## config.mk

```make
export PLATFORM = sky130hd
export DESIGN_NAME = linear_scan_register_allocator_flat
export DESIGN_NICKNAME = d
export VERILOG_FILES = /design/src/hdl/lsra_pkg.sv /design/src/hdl/lsra_if.sv /design/src/hdl/linear_scan_register_allocator.sv /design/src/hdl/lsra_pick.sv /design/src/flat_wrapper.sv
export SDC_FILE = /design/constraint.sdc
export NUM_CORES = 2
export LEC_CHECK = 0
export CORE_ASPECT_RATIO = 2
export CORE_MARGIN = 1.5
export CORE_UTILIZATION = 50
export CTS_CLUSTER_SIZE = 20
export DETAILED_ROUTE_END_ITERATION = 8
export DONT_BUFFER_PORTS = 1
export GPL_TIMING_DRIVEN = 1
export HOLD_SLACK_MARGIN = 0.03
export MAX_ROUTING_LAYER = met4
export PLACE_DENSITY = 0.68
export SETUP_SLACK_MARGIN = 0.4
export SKIP_CTS_REPAIR_TIMING = 1
export SLEW_MARGIN = 20
export SYNTH_ARGS = -nofsm -noshare
export SYNTH_HDL_FRONTEND = slang
export SYNTH_HIERARCHICAL = 1
export SYNTH_SLANG_ARGS = --single-unit
```

## constraint.sdc

```tcl
create_clock -name clk -period 7.66 [get_ports clk]
set_input_delay 0.383 -clock clk [delete_from_list [all_inputs] [get_ports clk]]
set_output_delay 0.383 -clock clk [all_outputs]
set_load 0.05 [all_outputs]
```

## src/hdl/lsra_pkg.sv

```systemverilog
// Shared constants and types for the linear scan register allocator.
// No dependencies; compile first.
`timescale 1ns / 1ps
`default_nettype none

package lsra_pkg;

  // Default sizing, handed to the top level as parameter defaults
  localparam int LSRA_MAX_REGS  = 16;
  localparam int LSRA_LINE_BITS = 16;
  localparam int LSRA_ID_BITS   = 8;

  // Fixed field widths
  localparam int FIRST_BITS     = 6;
  localparam int COUNT_BITS     = 5;
  localparam int REG_NUM_BITS   = 7;
  localparam int CFG_INDEX_BITS = 4;
  localparam int CFG_DATA_BITS  = 8;

  localparam logic [FIRST_BITS-1:0] FIRST_RESET = 6'd10;
  localparam logic [COUNT_BITS-1:0] COUNT_RESET = 5'd10;

  typedef enum logic [1:0] {
    OUTCOME_GRANT = 2'd0,
    OUTCOME_EVICT = 2'd1,
    OUTCOME_SPILL = 2'd2
  } outcome_t;

  typedef enum logic [CFG_INDEX_BITS-1:0] {
    CFG_REG_FIRST = 4'd0,
    CFG_REG_COUNT = 4'd1
  } cfg_index_t;

endpackage

`default_nettype wire

```

## src/hdl/lsra_if.sv

```systemverilog
// Valid/ready channel interfaces for the allocator: request, result, config.
// Depends on lsra_pkg.
`timescale 1ns / 1ps
`default_nettype none

interface lsra_in_if
  import lsra_pkg::*;
#(
  parameter int ID_BITS   = LSRA_ID_BITS,
  parameter int LINE_BITS = LSRA_LINE_BITS
);
  logic                 valid;
  logic                 ready;
  logic [ID_BITS-1:0]   interval_id;
  logic [LINE_BITS-1:0] first_line;
  logic [LINE_BITS-1:0] last_line;
  logic                 new_set;

  modport source (output valid, interval_id, first_line, last_line, new_set, input ready);
  modport sink   (input valid, interval_id, first_line, last_line, new_set, output ready);
endinterface

interface lsra_out_if
  import lsra_pkg::*;
#(
  parameter int ID_BITS = LSRA_ID_BITS
);
  logic                    valid;
  logic                    ready;
  logic [ID_BITS-1:0]      result_id;
  outcome_t                outcome;
  logic [REG_NUM_BITS-1:0] reg_number;
  logic [ID_BITS-1:0]      evicted_id;

  modport source (output valid, result_id, outcome, reg_number, evicted_id, input ready);
  modport sink   (input valid, result_id, outcome, reg_number, evicted_id, output ready);
endinterface

interface lsra_cfg_if
  import lsra_pkg::*;
();
  logic                      valid;
  logic                      ready;
  logic [CFG_INDEX_BITS-1:0] index;
  logic [CFG_DATA_BITS-1:0]  data;

  modport source (output valid, index, data, input ready);
  modport sink   (input valid, index, data, output ready);
endinterface

`default_nettype wire

```

## src/hdl/linear_scan_register_allocator.sv

```systemverilog
// Linear scan register allocator top level: request register, slot state,
// result register. Depends on lsra_pkg, lsra_if and lsra_pick.
`timescale 1ns / 1ps
`default_nettype none

// One live interval per request, one result per request, in order. Requests
// are expected in ascending start order, but none is checked: expiry always
// uses the present start. Each request first frees held slots
// whose end line is strictly below the new start (or all slots when new_set
// is set), then grants the lowest free slot of the pool, or else takes the
// slot of the holder with the latest end (lowest slot on a tie) when that end
// lies beyond the new end, reporting the holder as evicted; otherwise the
// request spills. The block sustains one request per clock while results are
// taken: a request is captured in an input register, resolved against all
// slots in parallel while the slot state updates, and its result is written
// into the output register once that register is free. The slot state update
// inside that single stage is what sets the rate. Write
// reg_first/reg_count only while no request is in flight; a reg_count above
// MAX_REGS behaves as MAX_REGS, and zero makes every request spill.

module linear_scan_register_allocator
  import lsra_pkg::*;
#(
  parameter int MAX_REGS  = LSRA_MAX_REGS,
  parameter int LINE_BITS = LSRA_LINE_BITS,
  parameter int ID_BITS   = LSRA_ID_BITS
) (
  input  logic         clk,
  input  logic         rst_n,
  lsra_cfg_if.sink     cfg_ch,
  lsra_in_if.sink      in_ch,
  lsra_out_if.source   out_ch
);

  localparam int SLOT_BITS = (MAX_REGS > 1) ? $clog2(MAX_REGS) : 1;

  // Configuration registers
  logic [FIRST_BITS-1:0] reg_first_r;
  logic [COUNT_BITS-1:0] reg_count_r;

  // Input register
  logic                 in_valid_r;
  logic [ID_BITS-1:0]   in_id_r;
  logic [LINE_BITS-1:0] in_start_r;
  logic [LINE_BITS-1:0] in_end_r;
  logic                 in_new_set_r;

  // Slot state
  logic [MAX_REGS-1:0]  slot_busy_r;
  logic [MAX_REGS-1:0]  slot_busy_nxt;
  logic [LINE_BITS-1:0] slot_end_r   [MAX_REGS];
  logic [ID_BITS-1:0]   slot_owner_r [MAX_REGS];

  // Output register
  logic                    out_valid_r;
  logic [ID_BITS-1:0]      out_id_r;
  outcome_t                out_outcome_r;
  logic [REG_NUM_BITS-1:0] out_reg_r;
  logic [ID_BITS-1:0]      out_evicted_r;

  logic                    out_outcome_valid;
  outcome_t                outcome_nxt;
  logic [REG_NUM_BITS-1:0] reg_nxt;
  logic [ID_BITS-1:0]      evicted_nxt;

  // Selection results
  logic [MAX_REGS-1:0]  held;
  logic                 free_hit;
  logic [SLOT_BITS-1:0] free_slot;
  logic                 victim_hit;
  logic [SLOT_BITS-1:0] victim_slot;
  logic                 evict;
  logic                 write_en;
  logic [SLOT_BITS-1:0] write_slot;

  logic go;
  logic out_space;

  // Config writes are always taken; the user keeps them to idle periods
  assign cfg_ch.ready = 1'b1;

  always_ff @(posedge clk) begin
    if (!rst_n) begin
      reg_first_r <= FIRST_RESET;
      reg_count_r <= COUNT_RESET;
    end else if (cfg_ch.valid) begin
      unique case (cfg_index_t'(cfg_ch.index))
        CFG_REG_FIRST: reg_first_r <= cfg_ch.data[FIRST_BITS-1:0];
        CFG_REG_COUNT: reg_count_r <= cfg_ch.data[COUNT_BITS-1:0];
        default: ;
      endcase
    end
  end

  // Handshake: resolve the held request when the output register frees up;
  // take a new request whenever the input register empties this cycle.
  assign out_space   = !out_valid_r || out_ch.ready;
  assign go          = in_valid_r && out_space;
  assign in_ch.ready = !in_valid_r || go;

  always_ff @(posedge clk) begin
    if (!rst_n) begin
      in_valid_r <= 1'b0;
    end else if (in_ch.ready) begin
      in_valid_r <= in_ch.valid;
    end
  end

  always_ff @(posedge clk) begin
    if (in_ch.ready && in_ch.valid) begin
      in_id_r      <= in_ch.interval_id;
      in_start_r   <= in_ch.first_line;
      in_end_r     <= in_ch.last_line;
      in_new_set_r <= in_ch.new_set;
    end
  end

  // Expire: drop holders that ended before the new start, or all on new_set
  always_comb begin
    for (int k = 0; k < MAX_REGS; k++) begin
      held[k] = slot_busy_r[k] && !in_new_set_r && !(slot_end_r[k] < in_start_r);
    end
  end

  lsra_pick #(
    .MAX_REGS  (MAX_REGS),
    .LINE_BITS (LINE_BITS),
    .SLOT_BITS (SLOT_BITS)
  ) u_pick (
    .held        (held),
    .slot_end    (slot_end_r),
    .count       (reg_count_r),
    .free_hit    (free_hit),
    .free_slot   (free_slot),
    .victim_hit  (victim_hit),
    .victim_slot (victim_slot)
  );

  // Evict only when the holder outlives the new interval; a tie spills
  assign evict      = !free_hit && victim_hit && (slot_end_r[victim_slot] > in_end_r);
  assign write_en   = free_hit || evict;
  assign write_slot = free_hit ? free_slot : victim_slot;

  always_comb begin
    slot_busy_nxt = held;
    if (free_hit)
      slot_busy_nxt[free_slot] = 1'b1;
  end

  always_comb begin
    outcome_nxt = OUTCOME_SPILL;
    reg_nxt     = '0;
    evicted_nxt = '0;
    if (free_hit) begin
      outcome_nxt = OUTCOME_GRANT;
      reg_nxt     = REG_NUM_BITS'(reg_first_r) + REG_NUM_BITS'(free_slot);
    end else if (evict) begin
      outcome_nxt = OUTCOME_EVICT;
      reg_nxt     = REG_NUM_BITS'(reg_first_r) + REG_NUM_BITS'(victim_slot);
      evicted_nxt = slot_owner_r[victim_slot];
    end
  end

  // Slot state: busy bits are control, end/owner are payload
  always_ff @(posedge clk) begin
    if (!rst_n) begin
      slot_busy_r <= '0;
    end else if (go) begin
      slot_busy_r <= slot_busy_nxt;
    end
  end

  always_ff @(posedge clk) begin
    if (go && write_en) begin
      slot_end_r[write_slot]   <= in_end_r;
      slot_owner_r[write_slot] <= in_id_r;
    end
  end

  // Output register: hold until taken, advance on go
  always_ff @(posedge clk) begin
    if (!rst_n) begin
      out_valid_r <= 1'b0;
    end else if (out_space) begin
      out_valid_r <= go;
    end
  end

  always_ff @(posedge clk) begin
    if (go) begin
      out_id_r      <= in_id_r;
      out_outcome_r <= outcome_nxt;
      out_reg_r     <= reg_nxt;
      out_evicted_r <= evicted_nxt;
    end
  end

  assign out_outcome_valid = out_valid_r;

  assign out_ch.valid      = out_outcome_valid;
  assign out_ch.result_id  = out_id_r;
  assign out_ch.outcome    = out_outcome_r;
  assign out_ch.reg_number = out_reg_r;
  assign out_ch.evicted_id = out_evicted_r;

endmodule

`default_nettype wire

```

## src/hdl/lsra_pick.sv

```systemverilog
// Slot selection: lowest free slot and latest-ending holder within the pool.
// Depends on lsra_pkg.
`timescale 1ns / 1ps
`default_nettype none

module lsra_pick
  import lsra_pkg::*;
#(
  parameter int MAX_REGS  = LSRA_MAX_REGS,
  parameter int LINE_BITS = LSRA_LINE_BITS,
  parameter int SLOT_BITS = (MAX_REGS > 1) ? $clog2(MAX_REGS) : 1
) (
  input  logic [MAX_REGS-1:0]  held,
  input  logic [LINE_BITS-1:0] slot_end [MAX_REGS],
  input  logic [COUNT_BITS-1:0] count,
  output logic                 free_hit,
  output logic [SLOT_BITS-1:0] free_slot,
  output logic                 victim_hit,
  output logic [SLOT_BITS-1:0] victim_slot
);

  logic [MAX_REGS-1:0] in_pool;
  logic [MAX_REGS-1:0] elig;
  logic [MAX_REGS-1:0] victim_oh;

  always_comb begin
    for (int k = 0; k < MAX_REGS; k++) begin
      in_pool[k] = (k < int'(count));
      elig[k]    = in_pool[k] && held[k];
    end
  end

  // Lowest free slot: scan from the top so the lowest hit wins
  always_comb begin
    free_hit  = 1'b0;
    free_slot = '0;
    for (int k = MAX_REGS - 1; k >= 0; k--) begin
      if (in_pool[k] && !held[k]) begin
        free_hit  = 1'b1;
        free_slot = SLOT_BITS'(k);
      end
    end
  end

  // Latest end wins; on a tie the lower slot wins, so a slot must strictly
  // beat every lower eligible slot and match-or-beat every higher one.
  always_comb begin
    for (int k = 0; k < MAX_REGS; k++) begin
      victim_oh[k] = elig[k];
      for (int j = 0; j < MAX_REGS; j++) begin
        if (j < k && elig[j] && !(slot_end[k] > slot_end[j]))
          victim_oh[k] = 1'b0;
        if (j > k && elig[j] && (slot_end[k] < slot_end[j]))
          victim_oh[k] = 1'b0;
      end
    end
  end

  always_comb begin
    victim_hit  = |victim_oh;
    victim_slot = '0;
    for (int k = 0; k < MAX_REGS; k++) begin
      if (victim_oh[k])
        victim_slot = victim_slot | SLOT_BITS'(k);
    end
  end

endmodule

`default_nettype wire

```

## src/flat_wrapper.sv

```systemverilog
// flat-port wrapper written by rule: the top's interface ports become plain ports
module linear_scan_register_allocator_flat import lsra_pkg::*;
#(
  parameter int MAX_REGS  = LSRA_MAX_REGS,
  parameter int LINE_BITS = LSRA_LINE_BITS,
  parameter int ID_BITS   = LSRA_ID_BITS
)
  (clk, rst_n, cfg_ch_valid, cfg_ch_index, cfg_ch_data, cfg_ch_ready, in_ch_valid, in_ch_interval_id, in_ch_first_line, in_ch_last_line, in_ch_new_set, in_ch_ready, out_ch_valid, out_ch_result_id, out_ch_outcome, out_ch_reg_number, out_ch_evicted_id, out_ch_ready);
  lsra_cfg_if cfg_ch_i ();
  lsra_in_if #(.ID_BITS(ID_BITS), .LINE_BITS(LINE_BITS)) in_ch_i ();
  lsra_out_if #(.ID_BITS(ID_BITS)) out_ch_i ();
  input  logic clk;
  input  logic rst_n;
  input wire logic [$bits(cfg_ch_i.valid)-1:0] cfg_ch_valid;
  input wire logic [$bits(cfg_ch_i.index)-1:0] cfg_ch_index;
  input wire logic [$bits(cfg_ch_i.data)-1:0] cfg_ch_data;
  output wire logic [$bits(cfg_ch_i.ready)-1:0] cfg_ch_ready;
  input wire logic [$bits(in_ch_i.valid)-1:0] in_ch_valid;
  input wire logic [$bits(in_ch_i.interval_id)-1:0] in_ch_interval_id;
  input wire logic [$bits(in_ch_i.first_line)-1:0] in_ch_first_line;
  input wire logic [$bits(in_ch_i.last_line)-1:0] in_ch_last_line;
  input wire logic [$bits(in_ch_i.new_set)-1:0] in_ch_new_set;
  output wire logic [$bits(in_ch_i.ready)-1:0] in_ch_ready;
  output wire logic [$bits(out_ch_i.valid)-1:0] out_ch_valid;
  output wire logic [$bits(out_ch_i.result_id)-1:0] out_ch_result_id;
  output wire logic [$bits(out_ch_i.outcome)-1:0] out_ch_outcome;
  output wire logic [$bits(out_ch_i.reg_number)-1:0] out_ch_reg_number;
  output wire logic [$bits(out_ch_i.evicted_id)-1:0] out_ch_evicted_id;
  input wire logic [$bits(out_ch_i.ready)-1:0] out_ch_ready;
  assign cfg_ch_i.valid = cfg_ch_valid;
  assign cfg_ch_i.index = cfg_ch_index;
  assign cfg_ch_i.data = cfg_ch_data;
  assign cfg_ch_ready = cfg_ch_i.ready;
  assign in_ch_i.valid = in_ch_valid;
  assign in_ch_i.interval_id = in_ch_interval_id;
  assign in_ch_i.first_line = in_ch_first_line;
  assign in_ch_i.last_line = in_ch_last_line;
  assign in_ch_i.new_set = in_ch_new_set;
  assign in_ch_ready = in_ch_i.ready;
  assign out_ch_valid = out_ch_i.valid;
  assign out_ch_result_id = out_ch_i.result_id;
  assign out_ch_outcome = out_ch_i.outcome;
  assign out_ch_reg_number = out_ch_i.reg_number;
  assign out_ch_evicted_id = out_ch_i.evicted_id;
  assign out_ch_i.ready = out_ch_ready;
  linear_scan_register_allocator #(.MAX_REGS(MAX_REGS), .LINE_BITS(LINE_BITS), .ID_BITS(ID_BITS)) u_core (.clk(clk), .rst_n(rst_n), .cfg_ch(cfg_ch_i), .in_ch(in_ch_i), .out_ch(out_ch_i));
endmodule
```

==> results.txt, run 1 <==
failing step = global routing (5_1_grt)
top post-synthesis cells by area = ha_1 (40%), edfxtp_1 (20%), a21oi_1 (5.5%)
IO Count = 86
number of distinct library cells after synthesis = 97
Post-Synthesis Cells = 6932
DPL Wire Length = 442000 um
Synth Net Count = 9143
I/O Buffers = 0
cell type with the largest total area after synthesis = ha_1
Total Routing Usage GR = 0.976
Starting Density = 0.504
outcome = aborted with a tool error
gpl congestion = 1.41
first-pass GRT wire length = 951000 um
ys flop type = edfxtp_1
part of the Yosys area used for sequential elements = 0.209
placed insts = 10819
area share of the largest cell type after synthesis = 0.398
Yosys reg bits = 479
largest net degree at the start of global routing = 46
Yosys Warn Count = 6
CTS root buf = clkbuf_16
CTS Buffer Depth = 3
Async S/R FF share, synth = 0
First Err = [ERROR GRT-0116] Global routing finished with congestion. Check the congestion regions in the DRC Viewer.
number of CTS-inserted buffers = 30
Overflow after GRT = 10629
die width = 263 um
post-synth design cell area = 67600 um^2
H-Tree Depth = 1
row count = 190
EDFF count, synth = 450
die span in y = 523 um
Avg Cell Area, Syn = 9.75 um^2
number of global-route vias before repair = 100254
clock sink count = 479
kinds of logic after synthesis:
kind of cell | synth area share
adders and majority gates | 0.399
AOI/OAI and AO/OA | 0.191
and+or+nand+nor | 0.133
DFF | 0.209
buffers and inverters | 0.0260
muxes | 0.0418
xor gates and xnor gates | 0.000518
other | 0.0000555
synthesized netlist by cell type (21+ instances only):
| master | count |
|---|---|
| a21o_1 | 192 |
| a221oi_1 | 37 |
| or3_1 | 24 |
| nor2b_1 | 111 |
| a211oi_1 | 111 |
| and4_1 | 55 |
| a31oi_1 | 35 |
| a21oi_1 | 736 |
| a2111oi_0 | 57 |
| nor2_1 | 269 |
| clkbuf_1 | 41 |
| nand4_1 | 329 |
| a211o_1 | 51 |
| o21a_1 | 61 |
| inv_1 | 375 |
| mux4_2 | 120 |
| nand3_1 | 189 |
| ha_1 | 2151 |
| nand2_1 | 404 |
| and3_1 | 59 |
| o2111ai_1 | 27 |
| nor4_1 | 67 |
| o31ai_1 | 25 |
| o211ai_1 | 82 |
| dfxtp_1 | 29 |
| o21ai_0 | 303 |
| or4_1 | 21 |
| edfxtp_1 | 450 |
| nand2b_1 | 61 |
| nor3_1 | 82 |
| a221o_1 | 21 |
per-stage QoR:
stage               worst slack, ps  TNS, ps  hold WS (ps)  instance area (um^2)
floorplan                       421        0           460                 67700
global placement              -2410  -879750           454                 89200
detailed placement            -2350  -849490           471                 89200
CTS                           -2370  -860890          -197                 90100
layer usage:
metal | overflow | GRT usage
met5 | - | -
met4 | 1455 | 0.994
met3 | 60 | 0.698
met2 | 9041 | 1.30
met1 | 73 | 0.879
==> run 2, diff against run 1 <==
CORE_ASPECT_RATIO = unset   (was 2)
CORE_UTILIZATION = 35   (was 50)
CTS_CLUSTER_SIZE = unset   (was 20)
HOLD_SLACK_MARGIN = unset   (was 0.03)
MAX_ROUTING_LAYER = unset   (was met4)
PLACE_DENSITY = unset   (was 0.68)
PLACE_DENSITY_LB_ADDON = 0.15   (was unset)
SETUP_SLACK_MARGIN = unset   (was 0.4)
clock period = 10 ns   (was 7.66 ns; I/O delays follow)
==> results.txt, run 2 <==
outcome = finished clean (was aborted with a tool error)
Yosys reg bits = 479 (unchanged)
DR DRC count = 0
CP Capture Type = flop
I/O Buffers = 0 (unchanged)
Routed WL per cell = 49.0 um
CP Data Arrival Time = 10140 ps
CTS tree = yes
final worst slack = 75.5 ps
clock sink count = 479 (unchanged)
Setup violations, final = 0
Async S/R FF share, synth = 0 (unchanged)
CTS root buf = clkbuf_16 (unchanged)
number of distinct library cells after synthesis = 97 (unchanged)
die span in y = 442 um (was 523 um)
area delta synth->final = 16.8%
Final Max Tran Viols = 0
H-Tree Depth = 2 (was 1)
first-pass GRT wire length = 642000 um
Reg with most FFs = u_core/slot_end_r
drt pass-1 iters = 9
post-layout min period = 9920 ps
CTS Buffer Depth = 3 (unchanged)
Setup Slack @ Placement = 241 ps (was -2350 ps)
unrepaired setup endpoints after global routing = false
initial antenna violation count = 100
Antenna Violating Nets Remaining = 0
max FFs per register = 256
biggest cell delay along the critical path = 940 ps
EDFF count, synth = 450 (unchanged)
Hold Vio Cnt, Final = 0
Layout fillers = 18980
routed vias = 72232
post-synth design cell area = 67600 um^2 (unchanged)
largest net degree at the start of global routing = 46
Clock transition at path regs = 80 ps
synth cell count leaders = ha_1 (2151), a21oi_1 (736), edfxtp_1 (450) (unchanged)
Max-slew headroom = 0.0726
cell type with the largest total area after synthesis = ha_1 (unchanged)
Final Power = 0.00483 W
Yosys Warn Count = 6 (unchanged)
setup_tns = 0 ps
gpl congestion = 1.12 (was 1.41)
critical path class = flop to flop
starting DRC count in detailed routing = 9493
Layout Skew = 19.9 ps
Die ar. = 196000 um^2
Pwr Density = 61.3 nW/um^2
P_leak = 35.6 nW
crit share post-route = 0.992
IO Count = 86 (unchanged)
max cap viols = 0
number of CTS-inserted buffers = 41 (was 30)
Worst Path Max Fanout = 25
most common cell after layout, fill and taps aside = ha_1
max frequency = 101 MHz
fin nets = 9881
clk_lat worst skew = 610 ps
cell with the most instances after synthesis = ha_1 (unchanged)
CP Launch Type = flop
worst-margin pin slew = 1380 ps
DPL Wire Length = 395000 um (was 442000 um)
Synth Net Count = 9143 (unchanged)
area share of the largest cell type after synthesis = 0.398 (unchanged)
Data required, critical path = 10220 ps
most frequent cells in the layout = ha_1 (2151), a21oi_1 (735), buf_4 (673), edfxtp_1 (450), nand2_1 (404)
Total Routing Usage GR = 0.497
registers with the most flip-flops = u_core/slot_end_r x256, u_core/slot_owner_r x128
Post-Synthesis Cells = 6932 (unchanged)
crit-path most repeated cell = buf_4
min-delay worst type = primary input to flop
end-of-flow core utilization = 0.411
die width = 442 um (was 263 um)
Overflow after GRT = 0
VDD IR max = 0.193 mV
ys flop type = edfxtp_1 (unchanged)
Avg Cell Area, Syn = 9.75 um^2 (unchanged)
number of global-route vias before repair = 67036
row count = 161 (was 190)
Starting Density = 0.352 (was 0.504)
part of the Yosys area used for sequential elements = 0.209 (unchanged)
slowest cell on the critical path = edfxtp_1
vias per inst = 7.03
layout cells sized above 1 = 0.132
top post-synthesis cells by area = ha_1 (40%), edfxtp_1 (20%), a21oi_1 (5.5%) (unchanged)
total core area = 192000 um^2
final wirelength = 504000 um
==> run 2: cell counts after synthesis <==
No cell type changed its count.
==> run 2: path summary, 6_finish.rpt <==
kind | start | slack, ps | depth (start not counted) | endpoint
setup / recovery | u_core/slot_end_r[174] | 80 | 28 | u_core/slot_end_r[63]
hold / removal | rst_n | 1 | 1 | u_core/reg_first_r[1]
setup reg to reg | u_core/slot_end_r[174] | 80 | 28 | u_core/slot_end_r[63]
hold reg to reg | u_core/slot_busy_r[15] | 510 | 2 | u_core/slot_busy_r[15]
==> run 2: report_power, final <==
part	switching, W	total [W]	internal (W)
clock network	0.000818	0.00189	0.00107
registers	0.0000488	0.00226	0.00222
logic	0.000409	0.000681	0.000272
total	0.00128	0.00483	0.00356
==> run 2: critical path: cells and delay by family (launching register included) <==
| family | cells | cell delay (ps) |
|---|---|---|
| flops | 1 | 940 |
| fa+ha+maj | 2 | 750 |
| buf+inv | 8 | 1840 |
| compound gates | 7 | 1520 |
| mux | 2 | 950 |
| simple gates | 9 | 3420 |
==> run 2: metal layers <==
metal  global-route usage  share of wire
met1                0.561           0.35
met2                0.729           0.41
met3                0.113          0.092
met4                0.570           0.14
met5             0.000488        0.00045
==> run 2: logic make-up after synthesis <==
group | after synthesis | share of synthesized area
AOI/OAI and AO/OA | 1989 | 0.191
xor gates and xnor gates | 4 | 0.000518
adders and majority gates | 2153 | 0.399
buffers and inverters | 447 | 0.0260
DFF | 479 | 0.209
muxes | 132 | 0.0418
other | 1 | 0.0000555
and+or+nand+nor | 1727 | 0.133
==> run 2: area by class of cell <==
type | count | area (um^2) | share of cell area
inverter | 376 | 1410 | 0.0179
timing repair buffer | 766 | 6480 | 0.0821
clock buffer | 47 | 1070 | 0.0136
antenna | 51 | 128 | 0.00162
multi-input combinational | 6006 | 52100 | 0.660
clock inverter | 29 | 473 | 0.00599
sequential | 479 | 14100 | 0.179
tap | 2526 | 3160 | 0.0401
==> run 2: stage by stage <==
stage | cells | hold WS [ps] | instance area (um^2)
floorplan | 6932 | 460 | 67600
detailed placement | 10108 | 504 | 76800
finish | 10280 | 1.49 | 78900
CTS | 10184 | -57.5 | 78300
global route | 10243 | 1.95 | 78800
global placement | 10108 | 489 | 76700
(Power assumes the default switching activity.)
